## config.mk

```make
export PLATFORM = sky130hd
export DESIGN_NAME = qwcc_mod
export DESIGN_NICKNAME = d
export VERILOG_FILES = /design/src/hw/rtl/qwcc_pkg.sv /design/src/hw/rtl/qwcc_mod.sv
export SDC_FILE = /design/constraint.sdc
export NUM_CORES = 1
export LEC_CHECK = 0
export BUFFER_PORTS_ARGS = -buffer_cell sky130_fd_sc_hd__buf_2
export CORE_MARGIN = 1.5
export CORE_UTILIZATION = 54
export CTS_BUF_LIST = sky130_fd_sc_hd__clkbuf_4 sky130_fd_sc_hd__clkbuf_8 sky130_fd_sc_hd__clkbuf_16
export CTS_CLUSTER_DIAMETER = 80
export DETAILED_ROUTE_END_ITERATION = 6
export PLACE_DENSITY_LB_ADDON = 0.15
export RECOVER_POWER = 100
export SLEW_MARGIN = 20
export SYNTH_ARGS = -nofsm -noshare
export SYNTH_HDL_FRONTEND = slang
export SYNTH_SLANG_ARGS = --single-unit
```

## constraint.sdc

```tcl
create_clock -name clk_i -period 4.4 [get_ports clk_i]
set_input_delay 0.22 -clock clk_i [delete_from_list [all_inputs] [get_ports clk_i]]
set_output_delay 0.22 -clock clk_i [all_outputs]
set_load 0.005 [all_outputs]
```

## src/hw/rtl/qwcc_pkg.sv

```systemverilog
package qwcc_pkg;

  localparam int unsigned SUM_W     = 24;
  localparam int unsigned CNT_W     = 16;
  localparam int unsigned LEN_W     = 13;
  localparam int unsigned OFS_W     = 7;
  localparam int unsigned RAW_W     = 7;
  localparam int unsigned RPOS_W    = 14;
  localparam int unsigned TGT_W     = 12;
  localparam int unsigned BASE_W    = 2;
  localparam int unsigned PHRED_W   = 7;
  localparam int unsigned APB_AW    = 3;
  localparam int unsigned APB_DW    = 32;

  localparam logic signed [SUM_W-1:0] SUM_MAX = 24'sh7FFFFF;
  localparam logic signed [SUM_W-1:0] SUM_MIN = 24'sh800000;
  localparam logic [CNT_W-1:0]        CNT_MAX = 16'hFFFF;

  localparam int PHRED_CAP  = 42;
  localparam int PHRED_BIAS = 33;

  localparam logic [LEN_W-1:0] LEN_RESET = 13'd4096;
  localparam logic [OFS_W-1:0] OFS_RESET = 7'd33;

  localparam logic REG_LENGTH = 1'b0;
  localparam logic REG_OFFSET = 1'b1;

  typedef enum logic [1:0] {
    OP_CLEAR = 2'd0,
    OP_ADD   = 2'd1,
    OP_FINAL = 2'd2
  } opcode_e;

  typedef enum logic [5:0] {
    S_INIT = 6'b000001,
    S_IDLE = 6'b000010,
    S_MOD  = 6'b000100,
    S_WR   = 6'b001000,
    S_EVAL = 6'b010000,
    S_SUM  = 6'b100000
  } state_e;

  typedef struct packed {
    logic              start;
    logic              neg;
    logic [RPOS_W-1:0] mag;
    logic [LEN_W-1:0]  len;
  } mod_req_t;

  typedef struct packed {
    logic             done;
    logic [LEN_W-1:0] residue;
  } mod_rsp_t;

  typedef struct packed {
    logic [BASE_W-1:0]       consensus_base;
    logic                    no_call;
    logic signed [SUM_W-1:0] consensus_quality;
    logic signed [SUM_W-1:0] alternative_quality;
    logic [CNT_W-1:0]        coverage_depth;
    logic [CNT_W-1:0]        match_count;
    logic [CNT_W-1:0]        mismatch_count;
    logic [PHRED_W-1:0]      phred_char;
  } result_t;

endpackage

```

## src/hw/rtl/qwcc_mod.sv

```systemverilog
module qwcc_mod (
  input  logic               clk_i,
  input  logic               rst_ni,
  input  qwcc_pkg::mod_req_t req_i,
  output qwcc_pkg::mod_rsp_t rsp_o
);
  import qwcc_pkg::*;

  localparam int unsigned STEP_W = $clog2(RPOS_W);

  logic              busy_q, busy_d;
  logic              done_q, done_d;
  logic [STEP_W-1:0] step_q, step_d;
  logic              neg_q;
  logic [RPOS_W-1:0] mag_q;
  logic [LEN_W-1:0]  len_q;
  logic [LEN_W-1:0]  rem_q;
  logic [LEN_W-1:0]  residue_q;
  logic [LEN_W:0]    rem_sh;
  logic [LEN_W-1:0]  rem_nx;
  logic [LEN_W-1:0]  residue_nx;

  always_comb begin
    rem_sh = {rem_q, mag_q[RPOS_W-1]};
    if (rem_sh >= {1'b0, len_q}) begin
      rem_nx = LEN_W'(rem_sh - {1'b0, len_q});
    end else begin
      rem_nx = rem_sh[LEN_W-1:0];
    end
    if (neg_q && (rem_nx != '0)) begin
      residue_nx = len_q - rem_nx;
    end else begin
      residue_nx = rem_nx;
    end
  end

  always_comb begin
    busy_d = busy_q;
    done_d = 1'b0;
    step_d = step_q;
    if (req_i.start) begin
      busy_d = 1'b1;
      step_d = STEP_W'(RPOS_W - 1);
    end else if (busy_q) begin
      if (step_q == '0) begin
        busy_d = 1'b0;
        done_d = 1'b1;
      end else begin
        step_d = step_q - 1'b1;
      end
    end
  end

  always_ff @(posedge clk_i or negedge rst_ni) begin
    if (!rst_ni) begin
      busy_q <= 1'b0;
      done_q <= 1'b0;
      step_q <= '0;
    end else begin
      busy_q <= busy_d;
      done_q <= done_d;
      step_q <= step_d;
    end
  end

  always_ff @(posedge clk_i) begin
    if (req_i.start) begin
      neg_q <= req_i.neg;
      mag_q <= req_i.mag;
      len_q <= req_i.len;
      rem_q <= '0;
    end else if (busy_q) begin
      rem_q <= rem_nx;
      mag_q <= {mag_q[RPOS_W-2:0], 1'b0};
      if (step_q == '0) begin
        residue_q <= residue_nx;
      end
    end
  end

  assign rsp_o.done    = done_q;
  assign rsp_o.residue = residue_q;

endmodule

```

==> results.json <==
{
  "synth_edf_count": 41,
  "io_pins": 45,
  "netlist_area_um2": 4080,
  "yosysWarnings": 0,
  "dieArea_um2": 8090,
  "place_inst": 565,
  "grt_pass1_wl_um": 16200,
  "start_util": 0.560,
  "critPathTopFamily": "compound AO/OA/AOI/OAI gates",
  "place_hpwl_um": 7290,
  "grt_util_all_layers": 0.255,
  "hp-class": "in -> reg",
  "multi_input_area_um2": 2410,
  "crit_arrival_ps": 4520,
  "p_leak_nw": 2.07,
  "synth-main-ff-cell": "edfxtp_1",
  "hold_violations": 0,
  "place_congestion": 0.985,
  "path_cells": "inv_1 -> ha_2 -> inv_2 -> fa_2 -> a21oi_2 -> a211o_1 -> and4_4 -> nor2_4 -> mux2i_4 -> inv_2 -> fa_2 -> nand2_2 -> nand2_2 -> nor3_2 -> o31ai_2 -> a31oi_2 -> a41oi_2 -> and4_1 -> a211o_1 -> mux2_4",
  "nNetsFinal": 544,
  "port_buffers": 44,
  "diodes": 0,
  "rsz0062_at_grt": "yes",
  "drtAntennaViolNets": 0,
  "postSynth.asyncResetShare": 0.100,
  "synth_area_leader_cell": "edfxtp_1",
  "drt-initial-drc-count": 184,
  "r2r_cells": 20,
  "stdcell_count": 594,
  "num_vias": 3488,
  "cts_inserted_buffers": 9,
  "synth_top_area_share": 0.302,
  "ys_types": 73,
  "syn_nets": 439,
  "worstSetupStartpoint": "mag_q[13]$_DFFE_PP_",
  "endpoint": "residue_q[12]$_DFFE_PP_",
  "synthTopCellsByArea": "edfxtp_1 (30%), ha_1 (6.4%), dfxtp_1 (6.4%), mux2_2 (3.9%), dfrtp_1 (3.7%)",
  "yosysSeqAreaShare": 0.402,
  "drive_gt1_frac": 0.364,
  "fillers": 587,
  "reg2reg_from": "mag_q[13]$_DFFE_PP_",
  "vias_per_cell": 5.87,
  "tritoncts": "done",
  "row_count": 31,
  "core_um2": 7290,
  "power_density_nw_per_um2": 299,
  "die_h_um": 90.0,
  "wire_per_inst_um": 17.2,
  "cp_max_fo": 4,
  "cts_num_sinks": 60,
  "clk_root_buffer_cell": "clkbuf_8",
  "endpoint_kind": "flip-flop",
  "synth_most_common_cell": "edfxtp_1",
  "final.setup.tns_ps": -3.68,
  "required_ps": 4520,
  "worst_pin_slew_ps": 1280,
  "synth_commonest_cells": "edfxtp_1 (41), inv_1 (30), nor2_1 (26), ha_1 (21), nand2_1 (18)",
  "peakVddDrop_v": 0.000248,
  "reg2reg_slack_ps": -4,
  "clk_pin_slew_ps": 80,
  "cpMaxStageDelayCell": "fa_2",
  "r2r-end": "residue_q[12]$_DFFE_PP_",
  "clock-skew-final_ps": 10.5,
  "die_w_um": 90.0,
  "drt_wl_total_um": 10200,
  "fin_crit_ps": 4400,
  "htree_levels": 3,
  "fin_crit_sh": 1.00,
  "fmax_mhz": 227,
  "setup_violations": 1,
  "run_status": "finished, violations left",
  "dp_slack_ps": -110,
  "critPathMaxStageDelay_ps": 430,
  "violations": "negative setup slack",
  "fin_ws_ps": -3.68,
  "seqCellArea_um2": 1640,
  "drt-pass1-iter-count": 5,
  "grt_pass1_vias": 3432,
  "grt-ovfl-total": 0,
  "drc_errors": 0,
  "max_slew_margin": 0.144,
  "cp-start-kind": "flip-flop",
  "cp.depth": 20,
  "syn_to_final_growth_pct": 26.2,
  "power_mw": 1.54,
  "clock_latency_ps": 360,
  "crit_type": "reg -> reg",
  "finalMaxSlewViolations": 0,
  "synth_cells": 385,
  "crit_buf_inv": 3,
  "antenna_found_initial": 0,
  "cap_violations": 0,
  "syn_area_per_cell_um2": 10.6,
  "grt_max_degree": 28,
  "finish.utilization": 0.707,
  "ys_seq_elements": 60,
  "max-clock-path-buffers": 2
}
==> worst register-to-register path, cell delays in order, from the launching register on <==
cell	delay (ps)
edfxtp_1	390
inv_1	70
ha_2	180
inv_2	40
fa_2	410
a21oi_2	170
a211o_1	170
and4_4	230
nor2_4	50
mux2i_4	200
inv_2	60
fa_2	430
nand2_2	90
nand2_2	60
nor3_2	200
o31ai_2	110
a31oi_2	270
a41oi_2	210
and4_1	280
a211o_1	240
mux2_4	300
==> area by class of cell <==
class / instances / area share
clock inverter: 6 / 0.00923
timing repair buffer: 107 / 0.132
multi-input combinational: 282 / 0.467
clock buffer: 10 / 0.0267
sequential: 60 / 0.319
tap: 99 / 0.0240
inverter: 30 / 0.0219
==> layer usage <==
metal | GRT usage | vias up | wire length (um)
li1 | - | 1666 | -
met1 | 0.309 | 1660 | 4210
met2 | 0.430 | 137 | 5110
met3 | 0.0558 | 25 | 607
met4 | 0.120 | 0 | 295
met5 | 0 | - | 0
==> registers in the layout, summed over array words and instances (netlist names) <==
| name | flops |
|---|---|
| residue_q | 13 |
| neg_q | 1 |
| done_q | 1 |
| len_q | 13 |
| step_q | 4 |
| rem_q | 13 |
| busy_q | 1 |
| mag_q | 14 |
==> through the flow <==
step                instance area [um2]  hold slack [ps]
global route                       5150             18.9
floorplan                          4110            -75.6
CTS                                5000             19.1
detailed placement                 4760             54.1
finish                             5150             33.0
global placement                   4760             45.7
==> cells by family (layout without fill, tap and decap cells) <==
group	count (synthesis)	count (layout)	share of synthesized area
compound gates	101	101	0.212
simple gates	112	112	0.155
xor+xnor	21	21	0.0451
mux	23	23	0.0619
fa+ha+maj	25	25	0.0794
flops	60	60	0.402
buf+inv	43	153	0.0447
==> power breakdown <==
group	internal [mW]	switching (mW)	leakage, nW
sequential	0.641	0.0183	0.577
combinational	0.196	0.217	1.41
clock	0.223	0.243	0.0815
==> worst min-delay path by stage <==
stage	slack, ps	to	startpoint	cells after the start
after floorplan	-80	busy_q$_DFF_PN0_	rst_ni	0
after global placement	50	done_q$_DFF_PN0_	rst_ni	1
after detailed placement	50	step_q[0]$_DFFE_PN0P_	rst_ni	1
after CTS	20	len_q[12]$_DFFE_PP_	req_i[12]	1
after global routing	20	neg_q$_DFFE_PP_	req_i[27]	1
final	30	len_q[6]$_DFFE_PP_	req_i[6]	1
==> cells in the final DEF, fill, tap and decap left out, types with 3 or more instances in the layout <==
cell type and instances:
a2111oi_4 3, clkbuf_8 10, buf_2 39, dfxtp_1 13, o21ai_0 8, a31oi_4 3
buf_4 60, dfrtp_1 6, and2_1 6, nor4_1 4, edfxtp_1 41, clkbuf_1 7
a211o_1 4, mux2_2 14, and4_1 3, or3_1 3, a211oi_1 15, inv_1 28
o21a_1 6, xor2_1 6, nor2_1 26, o21ai_1 3, nor3_1 9, nand2b_1 4
clkinvlp_4 4, a21oi_1 16, a21oi_2 4, nand2_1 16, ha_4 3, nor3b_1 4
o21bai_1 3, a21o_1 5, mux2i_1 6, ha_1 16, o211ai_1 5, nand3_1 12
xnor2_1 14
==> repair_timing <==
action,in CTS,in global routing
hold buffers,1,0
gates resized for setup,0,23
cloned,0,0
setup buffers,5,7
hold endpoints to repair,6,0
setup endpoints to repair,2,6
pin swaps,4,18
(Power assumes the default switching activity.)
